==> src/rtl/hazard_era_reclaimer_core_macros.svh <==
// ----------------------------------------------------------------------------
// Hazard-era reclaimer assertion macros
// Concurrent checks on i_clk, disabled while i_rst_n is low.
// ----------------------------------------------------------------------------
`ifndef HAZARD_ERA_RECLAIMER_CORE_MACROS_SVH
`define HAZARD_ERA_RECLAIMER_CORE_MACROS_SVH
`ifndef SYNTH
`define HER_ASSERT_IMP(lbl, a, b) \
    lbl: assert property (@(posedge i_clk) disable iff (!i_rst_n) (a) |-> (b)) \
        else $error("hazard era reclaimer check failed");
`define HER_ASSERT_NXT(lbl, a, b) \
    lbl: assert property (@(posedge i_clk) disable iff (!i_rst_n) (a) |=> (b)) \
        else $error("hazard era reclaimer check failed");
`else
`define HER_ASSERT_IMP(lbl, a, b)
`define HER_ASSERT_NXT(lbl, a, b)
`endif
`endif

==> src/rtl/her_pkg.sv <==
// ----------------------------------------------------------------------------
// Hazard-era reclaimer package
// Shared types, codes and default sizes.
// ----------------------------------------------------------------------------
`default_nettype none
package her_pkg;

    localparam int THREADS_DEF       = 8;
    localparam int SLOTS_DEF         = 16;
    localparam int RETIRED_DEPTH_DEF = 32;
    // period divisor: 16-bit period times a 4-bit thread count
    localparam int DIV_W             = 20;
    localparam int CFG_DATA_W        = 16;
    localparam int CFG_IDX_W         = 3;

    typedef enum logic [1:0] {
        CMD_ALLOC   = 2'd0,
        CMD_ACQUIRE = 2'd1,
        CMD_RETIRE  = 2'd2,
        CMD_END_OP  = 2'd3
    } t_cmd;

    typedef enum logic [1:0] {
        KIND_DONE  = 2'd0,
        KIND_FREED = 2'd1,
        KIND_FULL  = 2'd2,
        KIND_NULL  = 2'd3
    } t_kind;

    typedef enum logic [CFG_IDX_W-1:0] {
        CFG_THREAD_COUNT   = 3'd0,
        CFG_SLOTS_IN_USE   = 3'd1,
        CFG_EPOCH_PERIOD   = 3'd2,
        CFG_EMPTY_PERIOD   = 3'd3,
        CFG_COLLECT_ENABLE = 3'd4
    } t_cfg_idx;

    typedef enum logic [3:0] {
        ST_IDLE,
        ST_DIV,
        ST_ERD,
        ST_RRD,
        ST_RCMP,
        ST_CSEL,
        ST_CWR,
        ST_FINAL
    } t_state;

    typedef struct packed {
        logic [1:0]  command;
        logic [2:0]  thread_id;
        logic [3:0]  slot_id;
        logic [31:0] object_handle;
        logic [63:0] birth_era;
    } t_req;

    typedef struct packed {
        logic [1:0]  result_kind;
        logic [63:0] era;
        logic [31:0] freed_handle;
        logic        last;
    } t_res;

endpackage
`default_nettype wire

==> src/rtl/her_divmod.sv <==
// ----------------------------------------------------------------------------
// Hazard-era reclaimer remainder unit
// Bit-serial restoring remainder of a 64-bit count by a narrow period.
// ----------------------------------------------------------------------------
`default_nettype none
module her_divmod
    import her_pkg::*;
(
    input  wire logic              i_clk,
    input  wire logic              i_rst_n,
    input  wire logic              i_start,
    input  wire logic [63:0]       i_dividend,
    input  wire logic [DIV_W-1:0]  i_divisor,
    output logic                   o_done,
    output logic [DIV_W-1:0]       o_rem
);

    logic              r_busy;
    logic [5:0]        r_cnt;
    logic [63:0]       r_q;
    logic [DIV_W-1:0]  r_d;
    logic [DIV_W-1:0]  r_rem;
    logic              r_done;
    logic [DIV_W:0]    trial;
    logic [DIV_W:0]    diff;

    // shift in one dividend bit, subtract when it fits
    always_comb begin
        trial = {r_rem, r_q[63]};
        diff  = trial - {1'b0, r_d};
    end

    always_ff @(posedge i_clk) begin
        if (!i_rst_n) begin
            r_busy <= 1'b0;
            r_done <= 1'b0;
            r_cnt  <= '0;
        end else begin
            r_done <= 1'b0;
            if (i_start) begin
                r_busy <= 1'b1;
                r_cnt  <= '0;
                r_q    <= i_dividend;
                r_d    <= i_divisor;
                r_rem  <= '0;
            end else if (r_busy) begin
                r_q   <= {r_q[62:0], 1'b0};
                r_rem <= (trial >= {1'b0, r_d}) ? diff[DIV_W-1:0] : trial[DIV_W-1:0];
                r_cnt <= r_cnt + 6'd1;
                if (r_cnt == 6'd63) begin
                    r_busy <= 1'b0;
                    r_done <= 1'b1;
                end
            end
        end
    end

    assign o_done = r_done;
    assign o_rem  = r_rem;

endmodule
`default_nettype wire

==> config.mk <==
export PLATFORM = sky130hd
export DESIGN_NAME = her_divmod
export DESIGN_NICKNAME = d
export VERILOG_FILES = /design/src/rtl/hazard_era_reclaimer_core_macros.svh /design/src/rtl/her_pkg.sv /design/src/rtl/her_divmod.sv
export SDC_FILE = /design/constraint.sdc
export NUM_CORES = 1
export LEC_CHECK = 0
export BUFFER_PORTS_ARGS = -buffer_cell sky130_fd_sc_hd__clkbuf_2
export CAP_MARGIN = 20
export CORE_AREA = 10 10 123 125
export DETAILED_ROUTE_END_ITERATION = 16
export DIE_AREA = 0 0 133 135
export PLACE_DENSITY = 0.69
export SLEW_MARGIN = 20
export SYNTH_ARGS = -nofsm -noshare
export SYNTH_HDL_FRONTEND = slang
export SYNTH_SLANG_ARGS = --single-unit
export TNS_END_PERCENT = 5
==> constraint.sdc <==
create_clock -name i_clk -period 3.7 [get_ports i_clk]
set_input_delay 0 -clock i_clk [delete_from_list [all_inputs] [get_ports i_clk]]
set_output_delay 0 -clock i_clk [all_outputs]
set_load 0.02 [all_outputs]
# After elaboration in Yosys (flattened, before gate mapping)
# Cells that the tools add are included.
[totals]
inputBits = 87
elab_cells = 25
reg_bits = 112
out_inout_bits = 21
[op_classes]
addsub = 2
n_reduce_logical = 5
n_bitwise = 2
order_cmp = 1
eq_ne = 1
muxes = 8
[op_table]
columns = ["op", "n"]
rows = [
  ["$mux 64", 2],
  ["$mux 20", 2],
  ["$ge 21x20->1", 1],
  ["$sub 20x20->20", 1],
  ["$add 6x1->6 const B", 1],
  ["$eq 6x6->1 const B", 1],
  ["$mux 1", 4],
  ["$reduce_and 2->1", 2],
  ["$reduce_or 3->1", 1],
  ["$not 1->1", 2],
  ["$reduce_bool 2->1", 1],
  ["$reduce_or 2->1", 1],
]

# Logic depth before layout (Yosys ltp)
[logic_depth]
ltp_word = 4
mapped_depth = 12
ltp_nobuf = 12

# Worst setup path before layout
# No wires, ideal clock.
[synth_timing]
path_kind = "in2reg"
start = "in i_start"
end = "reg r_rem[0], in the netlist o_rem[0] (enable)"
n_path_buf = 2
stages = 4
arrival_time_ns = 2.303
t_required_ns = 3.262
setup_ns = 0.438
path_slack_ns = 0.959
path_cell_list = "clkbuf_1 > clkbuf_1 > o21ai_0 > inv_1"
[synth_between]
elab_chain_len = 2
[synth_rtl]
columns = ["element", "line_no", "rtl"]
rows = [
  ["from (decl)", "her_divmod.sv:11", "input wire logic i_start,"],
  ["$reduce_bool 2->1 (no line)", "-", ""],
  ["$reduce_and 2->1 (no line)", "-", ""],
  ["to (signal assigned)", "her_divmod.sv:48", "r_rem <= (trial >= {1'b0, r_d}) ? diff[DIV_W-1:0] : trial[DIV_W-1:0];"],
  ["to (decl)", "her_divmod.sv:22", "logic [DIV_W-1:0] r_rem;"],
]
# No other way between the ends.
# A chain may end at the register's enable or synchronous reset.

# Worst setup path after layout
[layout_timing]
start = "reg r_q[63]"
end = "reg r_rem[18], in the netlist o_rem[18], data pin"
[layout_between]
elab_chain_len = 3
elab_cells_between_ends = 4
classes_between = "add/sub: 1; order compare: 1; mux: 2"
[layout_rtl]
columns = ["element", "line_no", "rtl"]
rows = [
  ["from (decl)", "her_divmod.sv:20", "logic [63:0] r_q;"],
  ["from (signal assigned)", "her_divmod.sv:43", "r_q <= i_dividend;"],
  ["from (signal assigned)", "her_divmod.sv:47", "r_q <= {r_q[62:0], 1'b0};"],
  ["$sub 20x20->20 / $ge 21x20->1 (equally long branches)", "her_divmod.sv:30, her_divmod.sv:48", ""],
  ["$mux 20 *", "her_divmod.sv:48", ""],
  ["$mux 20 *", "her_divmod.sv:46", "end else if (r_busy) begin"],
]
# Every way passes the cells marked *; elsewhere a longest branch is shown, timed or not. The select of a mux whose other input is x is not followed.

==> metrics.cfg <==
[routing]
postRouteAntennaNets = 0
wl_um = 13000
post_drt_wl_per_cell_um = 16.4
drc_errors = 0
drt_iter0_markers = 270
vias = 3900
first_pass_iters = 4
routed_via_density = 4.93

[timing]
setup_viol_count_final = 0
timing_hold_violations_final = 0
slew_headroom = 0.421
min_period_ps = 2940
period_share = 0.795
worst_pin_slew_ps = 868
drv_slew = 0
rsz0062_at_grt = no
clock.fmax_ghz = 0.340
finClkSkew_ps = 8.13
fin_setup_tns_ps = 0
fin_hold_ws_ps = 123

[setup_path]
cp-start-kind = flop
worst-setup-path-type = flop to flop
critPathArrivalTime_ps = 3020
endpoint_kind = flop
crit_required_ps = 3780
cp_max_fo = 5

[die]
die_h_um = 135
die_area_um2 = 18000
core_region_area_um2 = 12600
dieWidth_um = 133
io_pins = 108
initial_utilization = 0.447
num_rows = 41

[clock_tree]
worstSkewPairLatency_ps = 360
tritoncts = yes
clk_pin_slew_worst_paths_ps = 80
cts_max_level = 3
clock-sinks = 112
clockRootBuffer = clkbuf_16
cts_inserted_buffers = 9
cts_setup_buffers = 0
clockBufferDepth = 2

[synth]
ys_warn_count = 0
synthArstFlopShare = 0
synthCells = 424
synth-edff-count = 104
syn_area_per_cell_um2 = 13.2
yosysUniqueCellTypes = 52
syn_area_um2 = 5620
synth_seq_area_share = 0.584
synth-seq-cells = 112
yosys_most_used_dff = edfxtp_1
synth_fp_nets = 533

[power_and_ir_drop]
ir_drop_mv = 0.371
leakage_nw = 2.98
pwr-share-seq = 0.475
switching_share = 0.270
power.internal_mw = 2.37
power_frac_clock = 0.311
p_per_area_nw_per_um2 = 432
p_switching_mw = 0.873
p_comb_frac = 0.214

[hold_path]
hold_class = primary input to flop

[global_routing]
antenna_found_initial = 1
overflow = 0
grt_pass1_wl_um = 21500
grt_usage = 0.149
grt_pass1_vias = 4237
grt_max_degree = 66

[cells_and_area]
nets = 722
final_common_cell = clkbuf_2
final_cell_count_no_fill = 791
postLayoutCellArea_um2 = 7490
most-common-layout-cells = clkbuf_2, edfxtp_1, dlygate4sd3_1, mux2_2, nor2_1
drive_gt1_frac = 0.330
syn_to_final_growth_pct = 33.3

[job]
maxCapViolations = 0

[place]
routabilityCongestion = 0.820
io_buffers = 107
placed_cell_area_um2 = 6320
hpwl_um = 8390
dp.cells = 688

[run_status]
outcome = complete, no violations

-- stage by stage --
step | setup WS (ps) | utilization | power [mW]
6_report | 758 | 0.596 | 3.24
5_1_grt | 563 | 0.596 | 3.40
4_1_cts | 766 | 0.594 | 3.25
3_5_place_dp | 786 | 0.503 | 2.18
3_3_place_gp | 852 | 0.503 | 2.17
2_1_floorplan | 959 | - | 2.02
-- state kept, by name, summed over array words and instances, names as in the netlist --
register and flops:
r_q 64, r_busy 1, r_cnt 6, o_done 1
o_rem 20, r_d 20
-- power by group through the flow --
stage / clock [mW] / combinational (mW) / sequential, mW
5_1_grt: 1.08 / 0.770 / 1.55
3_5_place_dp: 0 / 0.616 / 1.57
6_report: 1.01 / 0.692 / 1.54
3_3_place_gp: 0 / 0.601 / 1.57
2_1_floorplan: 0 / 0.436 / 1.59
4_1_cts: 1.02 / 0.690 / 1.54
-- cell type report --
cell class | instances | area (µm²)
Fill cell | 995 | 5080
Sequential cell | 112 | 3280
Multi-Input combinational cell | 266 | 2150
Timing Repair Buffer | 198 | 1450
Clock buffer | 10 | 229
Tap cell | 172 | 215
Inverter | 26 | 98.8
Clock inverter | 6 | 67.6
Antenna cell | 1 | 2.50
-- per-layer routing --
layer	wire, µm	global-route usage	up-vias
met3	929	0.0608	9
met5	0	0	-
met2	6530	0.258	100
met1	5420	0.169	1850
met4	92	0.0312	0
li1	-	-	1941
-- cell families after synthesis --
logic type	after synthesis	share of synthesized area
flops	112	0.584
mux	71	0.141
buf+inv	46	0.0334
xor+xnor	18	0.0281
fa+ha+maj	22	0.0503
simple gates	84	0.0739
compound gates	71	0.0893
-- synthesized netlist by cell type (all sizes together), types with 2 or more instances --
| cell | count | area, µm² |
|---|---|---|
| a2111oi | 2 | 42.5 |
| a211oi | 4 | 42.5 |
| a21boi | 2 | 15.0 |
| a21o | 3 | 23.8 |
| a21oi | 29 | 153 |
| a31o | 2 | 17.5 |
| a31oi | 3 | 18.8 |
| and2 | 2 | 12.5 |
| buf | 5 | 33.8 |
| clkbuf | 15 | 56.3 |
| dfxtp | 8 | 160 |
| edfxtp | 104 | 3120 |
| ha | 21 | 263 |
| inv | 26 | 97.6 |
| mux2 | 63 | 709 |
| mux2i | 8 | 80.1 |
| nand2 | 16 | 60.1 |
| nand2b | 2 | 12.5 |
| nand3 | 8 | 45.0 |
| nand3b | 3 | 22.5 |
| nand4 | 6 | 37.5 |
| nor2 | 33 | 126 |
| nor2b | 4 | 25.0 |
| nor3b | 2 | 15.0 |
| o211ai | 4 | 30.0 |
| o21a | 3 | 22.5 |
| o21ai | 13 | 65.1 |
| o21bai | 2 | 26.3 |
| o31ai | 2 | 28.8 |
| or3 | 2 | 12.5 |
| xnor2 | 8 | 70.1 |
| xor2 | 10 | 87.6 |
-- final timing paths --
| kind | from | to | slack (ps) | cells past startpoint |
|---|---|---|---|---|
| min reg2reg | r_cnt[5]$_SDFFE_PP0P_ | r_cnt[5]$_SDFFE_PP0P_ | 510 | 2 |
| max reg2reg | r_q[63]$_DFFE_PP_ | o_rem[18]$_SDFFCE_PP0P_ | 760 | 12 |
| max | r_q[63]$_DFFE_PP_ | o_rem[18]$_SDFFCE_PP0P_ | 760 | 12 |
| min | i_start | r_busy$_SDFF_PN0_ | 120 | 3 |
-- what timing repair did --
| item | in CTS | in global routing |
|---|---|---|
| endpoints found under the hold margin | 85 | 0 |
| resized for setup | 0 | 0 |
| hold buffers | 85 | 0 |
| setup endpoints to repair | 0 | 0 |
-- critical path: stages (launching register included) --
cell,delay [ps]
edfxtp_1,360
inv_1,80
ha_1,160
inv_1,60
fa_1,420
a211oi_1,290
o21a_1,230
a21oi_1,80
a211o_2,350
a21oi_2,280
or4b_1,160
a31o_2,140
a21oi_1,50
Power figures use the tool's default switching activity.
